`config.mk`:
```
export PLATFORM = sky130hd
export DESIGN_NAME = pattern_mask_filter
export DESIGN_NICKNAME = d
export VERILOG_FILES = /design/src/rtl/pmf_pkg.sv /design/src/rtl/pattern_mask_filter.sv
export SDC_FILE = /design/constraint.sdc
export NUM_CORES = 1
export LEC_CHECK = 0
export BUFFER_PORTS_ARGS = -buffer_cell sky130_fd_sc_hd__buf_2
export CORE_UTILIZATION = 31
export CTS_CLUSTER_SIZE = 25
export DETAILED_ROUTE_END_ITERATION = 8
export HOLD_SLACK_MARGIN = 0.08
export PLACE_DENSITY = 0.52
export RECOVER_POWER = 50
export SETUP_SLACK_MARGIN = 0.3
export SKIP_LAST_GASP = 1
export SYNTH_ARGS = -nofsm -noshare
export SYNTH_HDL_FRONTEND = slang
export SYNTH_SLANG_ARGS = --single-unit
```
`constraint.sdc`:
```
create_clock -name clk -period 14.65 [get_ports clk]
set_clock_uncertainty 0.1 [all_clocks]
set_input_delay 0.7325 -clock clk [delete_from_list [all_inputs] [get_ports clk]]
set_output_delay 0.7325 -clock clk [all_outputs]
set_load 0.05 [all_outputs]
```
`src/rtl/pmf_pkg.sv`:
```
// Package of the pattern mask filter: sizes, register indexes and the mask character.
`default_nettype none

package pmf_pkg;

	localparam int MAX_PATTERN_DEF = 16;
	localparam int PAT_BYTES       = 16;
	localparam int PAT_LEN_W       = 5;
	localparam int CFG_DATA_W      = 64;
	localparam int CFG_IDX_W       = 2;
	localparam int BYTE_W          = 8;

	localparam logic [CFG_IDX_W-1:0] CFG_PAT_LOW  = 2'd0;
	localparam logic [CFG_IDX_W-1:0] CFG_PAT_HIGH = 2'd1;
	localparam logic [CFG_IDX_W-1:0] CFG_PAT_LEN  = 2'd2;

	localparam logic [BYTE_W-1:0] MASK_CHAR = 8'h2A;

endpackage

`default_nettype wire

```
`src/rtl/pattern_mask_filter.sv`:
```
// Pattern mask filter: replaces each leftmost, non-overlapping match in a byte stream with '*'.
//
// Input beats (s_axis_*) carry one text byte each, tlast marking the end of the stream.
// Output beats (m_axis_*) carry the filtered bytes in the same order; occurrences of the
// pattern are replaced by 0x2A. The user sets the pattern (up to sixteen bytes) and length
// on the cfg_* write channel only while the stream is idle; the block does not enforce it.
//
// Each input beat is registered and then handled by one pass of the window compare into the
// output register, so beats may follow back to back while the output is not stalled; a byte
// that leaves at once passes through the input register and then the output register before
// it is offered. The output lags the input by up to pattern length minus one bytes, held in
// the window. A beat with tlast or a length of zero with bytes still held empties the window,
// and a length shortened mid-stream drains it until fewer bytes than the length remain, at
// one byte per cycle while the output is not stalled; input is held off until the drain ends.
// Output tlast sits on the last drained byte of a tlast beat. A length of zero passes bytes.
//
// Reset clears the window, the pattern registers and both channels. When the receiver stalls,
// the output register holds its beat and beats that release no byte are still taken; the
// first beat that would release one waits in the input register and holds input off until
// the output moves again.
`default_nettype none

module pattern_mask_filter #(
	parameter int MAX_PATTERN = pmf_pkg::MAX_PATTERN_DEF
) (
	input  wire logic                            clk,
	input  wire logic                            arst_n,
	input  wire logic                            s_axis_tvalid,
	output logic                                 s_axis_tready,
	input  wire logic [pmf_pkg::BYTE_W-1:0]      s_axis_tdata,  // [7:0] in_byte
	input  wire logic                            s_axis_tlast,
	output logic                                 m_axis_tvalid,
	input  wire logic                            m_axis_tready,
	output logic [pmf_pkg::BYTE_W-1:0]           m_axis_tdata,  // [7:0] out_byte
	output logic                                 m_axis_tlast,
	input  wire logic                            cfg_valid,
	output logic                                 cfg_ready,
	input  wire logic [pmf_pkg::CFG_IDX_W-1:0]   cfg_index,
	input  wire logic [pmf_pkg::CFG_DATA_W-1:0]  cfg_data
);
	import pmf_pkg::*;

	localparam int CNT_W = $clog2(MAX_PATTERN + 1);
	localparam int CMP_W = (CNT_W > PAT_LEN_W) ? CNT_W : PAT_LEN_W;
	localparam int PV_W  = 8 * ((MAX_PATTERN > PAT_BYTES) ? MAX_PATTERN : PAT_BYTES);

	// configuration registers
	logic [CFG_DATA_W-1:0] pat_low_q, pat_high_q;
	logic [PAT_LEN_W-1:0]  pat_len_q;

	// input register
	logic              pend_valid_q, pend_last_q, pend_pushed_q;
	logic [BYTE_W-1:0] pend_byte_q;

	// window state
	logic [BYTE_W-1:0] win_q [MAX_PATTERN];
	logic [CNT_W-1:0]  fill_q, skip_q;

	// output register
	logic              out_valid_q, out_last_q;
	logic [BYTE_W-1:0] out_byte_q;

	logic [PV_W-1:0]   pat_vec;
	logic [BYTE_W-1:0] pat [MAX_PATTERN];
	logic [CMP_W-1:0]  len_wide;
	logic [CNT_W-1:0]  len_eff, fill_a, fill_n, skip_n;
	logic [BYTE_W-1:0] win_a [MAX_PATTERN];
	logic [BYTE_W-1:0] win_n [MAX_PATTERN];
	logic [BYTE_W-1:0] emit_byte;
	logic              len_zero, do_push, full, match, mask, pop, emit, done, clear;
	logic              out_free, go, in_take;

	always_comb begin
		pat_vec  = PV_W'({pat_high_q, pat_low_q});
		len_wide = CMP_W'(pat_len_q);
		len_eff  = (len_wide > CMP_W'(MAX_PATTERN)) ? CNT_W'(MAX_PATTERN) : CNT_W'(len_wide);
		len_zero = (len_eff == '0);
		do_push  = pend_valid_q && !pend_pushed_q && !len_zero;

		for (int k = 0; k < MAX_PATTERN; k++) begin
			pat[k]   = pat_vec[8*k +: 8];
			win_a[k] = (do_push && fill_q == CNT_W'(k)) ? pend_byte_q : win_q[k];
		end
		fill_a = fill_q + CNT_W'(do_push);

		match = 1'b1;
		for (int k = 0; k < MAX_PATTERN; k++) begin
			if (CNT_W'(k) < len_eff && win_a[k] != pat[k]) begin
				match = 1'b0;
			end
		end

		full = !len_zero && (fill_a >= len_eff);
		mask = full && (skip_q == '0) && match;

		// With a zero length the held bytes drain first and the new byte then passes.
		if (len_zero) begin
			pop = (fill_q != '0);
		end else begin
			pop = full || (pend_last_q && fill_a != '0);
		end
		emit      = pend_valid_q && (pop || len_zero);
		emit_byte = pop ? (mask ? MASK_CHAR : win_a[0]) : pend_byte_q;
		fill_n    = pop ? fill_a - CNT_W'(1) : fill_a;

		if (len_zero) begin
			done = !pop;
		end else begin
			done = (fill_n < len_eff) && (!pend_last_q || fill_n == '0);
		end
		clear = done && (pend_last_q || len_zero);

		// The masked bytes behind the oldest one stay in the window as asterisks.
		for (int k = 0; k < MAX_PATTERN - 1; k++) begin
			win_n[k] = (mask && CNT_W'(k + 1) < len_eff) ? MASK_CHAR : win_a[k + 1];
		end
		win_n[MAX_PATTERN-1] = win_a[MAX_PATTERN-1];

		if (clear) begin
			skip_n = '0;
		end else if (mask) begin
			skip_n = len_eff - CNT_W'(1);
		end else if (pop && skip_q != '0) begin
			skip_n = skip_q - CNT_W'(1);
		end else begin
			skip_n = skip_q;
		end

		out_free      = !out_valid_q || m_axis_tready;
		go            = pend_valid_q && (!emit || out_free);
		s_axis_tready = !pend_valid_q || (go && done);
		in_take       = s_axis_tvalid && s_axis_tready;
	end

	assign cfg_ready     = 1'b1;
	assign m_axis_tvalid = out_valid_q;
	assign m_axis_tdata  = out_byte_q;
	assign m_axis_tlast  = out_last_q;

	always_ff @(posedge clk or negedge arst_n) begin
		if (!arst_n) begin
			pat_low_q  <= '0;
			pat_high_q <= '0;
			pat_len_q  <= '0;
		end else if (cfg_valid && cfg_ready) begin
			unique case (cfg_index)
				CFG_PAT_LOW:  pat_low_q  <= cfg_data;
				CFG_PAT_HIGH: pat_high_q <= cfg_data;
				CFG_PAT_LEN:  pat_len_q  <= cfg_data[PAT_LEN_W-1:0];
				default: ;
			endcase
		end
	end

	always_ff @(posedge clk or negedge arst_n) begin
		if (!arst_n) begin
			pend_valid_q  <= 1'b0;
			pend_pushed_q <= 1'b0;
			fill_q        <= '0;
			skip_q        <= '0;
			out_valid_q   <= 1'b0;
		end else begin
			if (in_take) begin
				pend_valid_q  <= 1'b1;
				pend_pushed_q <= 1'b0;
			end else if (go) begin
				pend_valid_q  <= !done;
				pend_pushed_q <= 1'b1;
			end
			if (go) begin
				fill_q <= clear ? '0 : fill_n;
				skip_q <= skip_n;
			end
			if (out_free) begin
				out_valid_q <= go && emit;
			end
		end
	end

	always_ff @(posedge clk) begin
		if (in_take) begin
			pend_byte_q <= s_axis_tdata;
			pend_last_q <= s_axis_tlast;
		end
		if (go) begin
			for (int k = 0; k < MAX_PATTERN; k++) begin
				win_q[k] <= pop ? win_n[k] : win_a[k];
			end
		end
		if (go && emit) begin
			out_byte_q <= emit_byte;
			out_last_q <= pend_last_q && done;
		end
	end

endmodule

`default_nettype wire

```
==> impl_metrics.env <==
export IMPL_syn2layout_area_growth_pct=13.91
export IMPL_rows=85
export IMPL_cts_path_max_buffers=3
export IMPL_crit_path_top_delay_cell="nand2_2"
export IMPL_outcome="finished with violations"
export IMPL_max_freq_mhz=106.4
export IMPL_power_leakage_uw=0.007695
export IMPL_ys_warn_count=0
export IMPL_syn_area_sq_um=17200
export IMPL_violations="max-capacitance violations, max-slew violations"
export IMPL_syn_inst=1653
export IMPL_grt_first_pass_wirelength_mm=89.64
export IMPL_synthAdderAreaFrac=0.01091
export IMPL_ys_types=90
export IMPL_synth_avg_cell_area_sq_um=10.41
export IMPL_setup_worst_path_end_class="primary output"
export IMPL_viasPerCell=5.494
export IMPL_slew_violations=265
export IMPL_cts_max_level=2
export IMPL_start_util=0.3165
export IMPL_drt_iter0_drc=1056
export IMPL_synthXorXnorAreaFrac=0.09929
export IMPL_drv_cap=4
export IMPL_cp_num_buf_inv=2
export IMPL_tightestPinTransition_ps=4711
export IMPL_vias=13560
export IMPL_clkTransAtPathRegs_ps=60
export IMPL_power_per_cell_area_nw_per_um2=242.3
export IMPL_critPathKind="reg2out"
export IMPL_place_congestion=0.8950
export IMPL_die_x_um=237.6
export IMPL_seq_area_frac_synth=0.4673
export IMPL_regArea_sq_um=8038
export IMPL_rsz0062_at_grt="no"
export IMPL_cp_top_family="compound AO/OA/AOI/OAI gates"
export IMPL_dpl_cell_area_sq_um=18360
export IMPL_slowest_delay_ps=720
export IMPL_fin_area_sq_um=19590
export IMPL_arrival_ps=8570
export IMPL_cts_tree="built"
export IMPL_cts_root_buf="clkbuf_16"
export IMPL_final_nets=1796
export IMPL_grt_max_degree=83
export IMPL_clock_sinks=292
export IMPL_multi_input_area_sq_um=8566
export IMPL_regToRegSetupSlack_ps=5960
export IMPL_synth_top_family_by_area="compound AO/OA/AOI/OAI gates"
export IMPL_synth_compound_area_share=0.1460
export IMPL_path_cells="inv_1, nand2_1, ha_1, nor4b_4, nor2_1, and2_1, ha_1, xor2_1, ha_1, a21oi_1, o21ai_0, a31oi_1, o2111ai_1, nand2_2, o21ai_0, ha_1, a21o_1, a21o_1, a211o_1, a2111oi_0, or3_1, a21oi_1, o21ai_0, buf_2"
export IMPL_wl_per_cell_um=24.12
export IMPL_first_pass_iters=5
export IMPL_routed_wl_mm=59.54
export IMPL_period_minus_slack_ps=9399
export IMPL_core_area_sq_um=54350
export IMPL_cp_max_fo=40
export IMPL_required_ps=13820
export IMPL_syn_num_nets=1748
export IMPL_drc=0
export IMPL_synthSimpleGateAreaFrac=0.1272
export IMPL_yosys_register_bits=292
export IMPL_setup_viol=0
export IMPL_track_usage=0.2117
export IMPL_period_share=0.6416
export IMPL_finalSetupTns_ps=0
export IMPL_final_antenna_net_count=0
export IMPL_post_cts_buffers=0
export IMPL_dieArea_sq_um=56430
export IMPL_cpMostUsedCell="ha_1"
export IMPL_ctsHoldBuffers=0
export IMPL_n_antenna_cell=0
export IMPL_clock_latency_ps=560
export IMPL_synth_edf_count=146
export IMPL_vdd_drop_max_mv=0.1114
export IMPL_overflow=0
export IMPL_start_kind="flop"
export IMPL_hpwlAfterDp_mm=41.46
export IMPL_drive_gt1_frac=0.1966
export IMPL_ios=92
export IMPL_cts_made_buffers=36
export IMPL_layout_common_cells="146 x dfrtp_1, 146 x edfxtp_1, 144 x mux2_2"
export IMPL_io_buffer_count=90
export IMPL_hold_viol_final=0
export IMPL_ctsResizeCount=0
export IMPL_n_fill_cell=5449
export IMPL_die_y_um=237.6
export IMPL_async_reset_ff_frac=0.5000
export IMPL_hold_path_class="in2reg"
export IMPL_synth_ff_type="edfxtp_1"
export IMPL_muxShareOfSynthArea=0.1135
export IMPL_first_global_vias=13560
export IMPL_antenna_found_initial=0
export IMPL_max_slew_margin=-2.141
-- synthesized netlist by cell type, types with 6 or more instances --
| library cell | n | area share |
|---|---|---|
| o21ai_0 | 44 | 0.013 |
| nor3_1 | 31 | 0.0090 |
| buf_1 | 8 | 0.0017 |
| a21oi_1 | 86 | 0.025 |
| xor2_1 | 121 | 0.062 |
| nand4_1 | 20 | 0.0073 |
| o22ai_1 | 68 | 0.025 |
| ha_1 | 15 | 0.011 |
| or3_1 | 8 | 0.0029 |
| nor4_1 | 18 | 0.0065 |
| mux2_2 | 144 | 0.094 |
| buf_2 | 16 | 0.0047 |
| a2111oi_0 | 6 | 0.0031 |
| a21o_1 | 15 | 0.0065 |
| a211oi_1 | 7 | 0.0031 |
| nor2_1 | 124 | 0.027 |
| nand2_1 | 144 | 0.031 |
| dfrtp_1 | 146 | 0.21 |
| and3_1 | 6 | 0.0022 |
| or2_2 | 10 | 0.0036 |
| o21ai_1 | 7 | 0.0020 |
| and2_1 | 6 | 0.0022 |
| o31ai_1 | 18 | 0.0079 |
| o211ai_1 | 7 | 0.0031 |
| edfxtp_1 | 146 | 0.25 |
| a31oi_1 | 11 | 0.0040 |
| a221oi_1 | 6 | 0.0031 |
| clkbuf_1 | 78 | 0.017 |
| o22a_1 | 9 | 0.0046 |
| a2bb2oi_1 | 26 | 0.013 |
| nand3_1 | 33 | 0.0096 |
| inv_1 | 45 | 0.0098 |
| o21bai_1 | 8 | 0.0035 |
| xnor2_1 | 74 | 0.038 |
| mux2i_1 | 33 | 0.019 |
-- cell families after synthesis --
logic type,after synthesis
fa+ha+maj,15
buf+inv,152
simple gates,449
other cells,1
compound gates,372
flops,292
xor+xnor,195
mux,177
-- through the flow --
step                power (uW)  setup WS [ps]  hold slack, ps  cells  utilization
floorplan                 3075           6827           336.9   1653            -
global placement          3731           5926           397.8   2402       0.3378
detailed placement        3759           5875           403.5   2402       0.3378
CTS                       4760           5257           156.5   2468       0.3614
global route              5015           4543           236.8   2468       0.3605
finish                    4746           5251           256.7   2468       0.3605
-- layer usage --
layer  track usage  vias up  wire length [um]
met3       0.03298      112              3154
met1        0.2787     6843             25830
li1              -     6159                 -
met4       0.08074        0              2314
met5             0        -                 0
met2        0.3490      445             28240
-- final timing paths --
path,cells after the start,from,end
min in group asynchronous,1,arst_n,pat_low_q[47]$_DFFE_PN0P_
setup reg to reg,24,len_wide[4]$_DFFE_PN0P_,pend_byte_q[6]$_DFFE_PP_
setup / recovery,24,len_wide[4]$_DFFE_PN0P_,s_axis_tready
hold reg to reg,1,pat_high_q[20]$_DFFE_PN0P_,pat_high_q[20]$_DFFE_PN0P_
hold / removal,1,s_axis_tdata[4],pend_byte_q[4]$_DFFE_PP_
max in group asynchronous,2,arst_n,pat_low_q[13]$_DFFE_PN0P_
-- registers in the layout, indices dropped and copies added (netlist names) --
register and cells:
m_axis_tlast 1, fill_q 5, pend_byte_q 8, skip_q 5, len_wide 5, pat_high_q 64, win_q 128, pend_pushed_q 1
pend_valid_q 1, m_axis_tdata 8, pend_last_q 1, pat_low_q 64, m_axis_tvalid 1
-- power by group --
part	leakage (uW)	switching, uW	internal [uW]
clock network	0.000621	379	602
logic	0.00390	1320	762
registers	0.00317	325	1360
-- layout make-up --
class / instances / share of cell area
Timing Repair Buffer: 116 / 0.03110
Sequential cell: 292 / 0.4102
Multi-Input combinational cell: 1209 / 0.4372
Clock buffer: 50 / 0.05281
Clock inverter: 16 / 0.01252
Inverter: 46 / 0.008941
Tap cell: 739 / 0.04719
(Power assumes the default switching activity.)
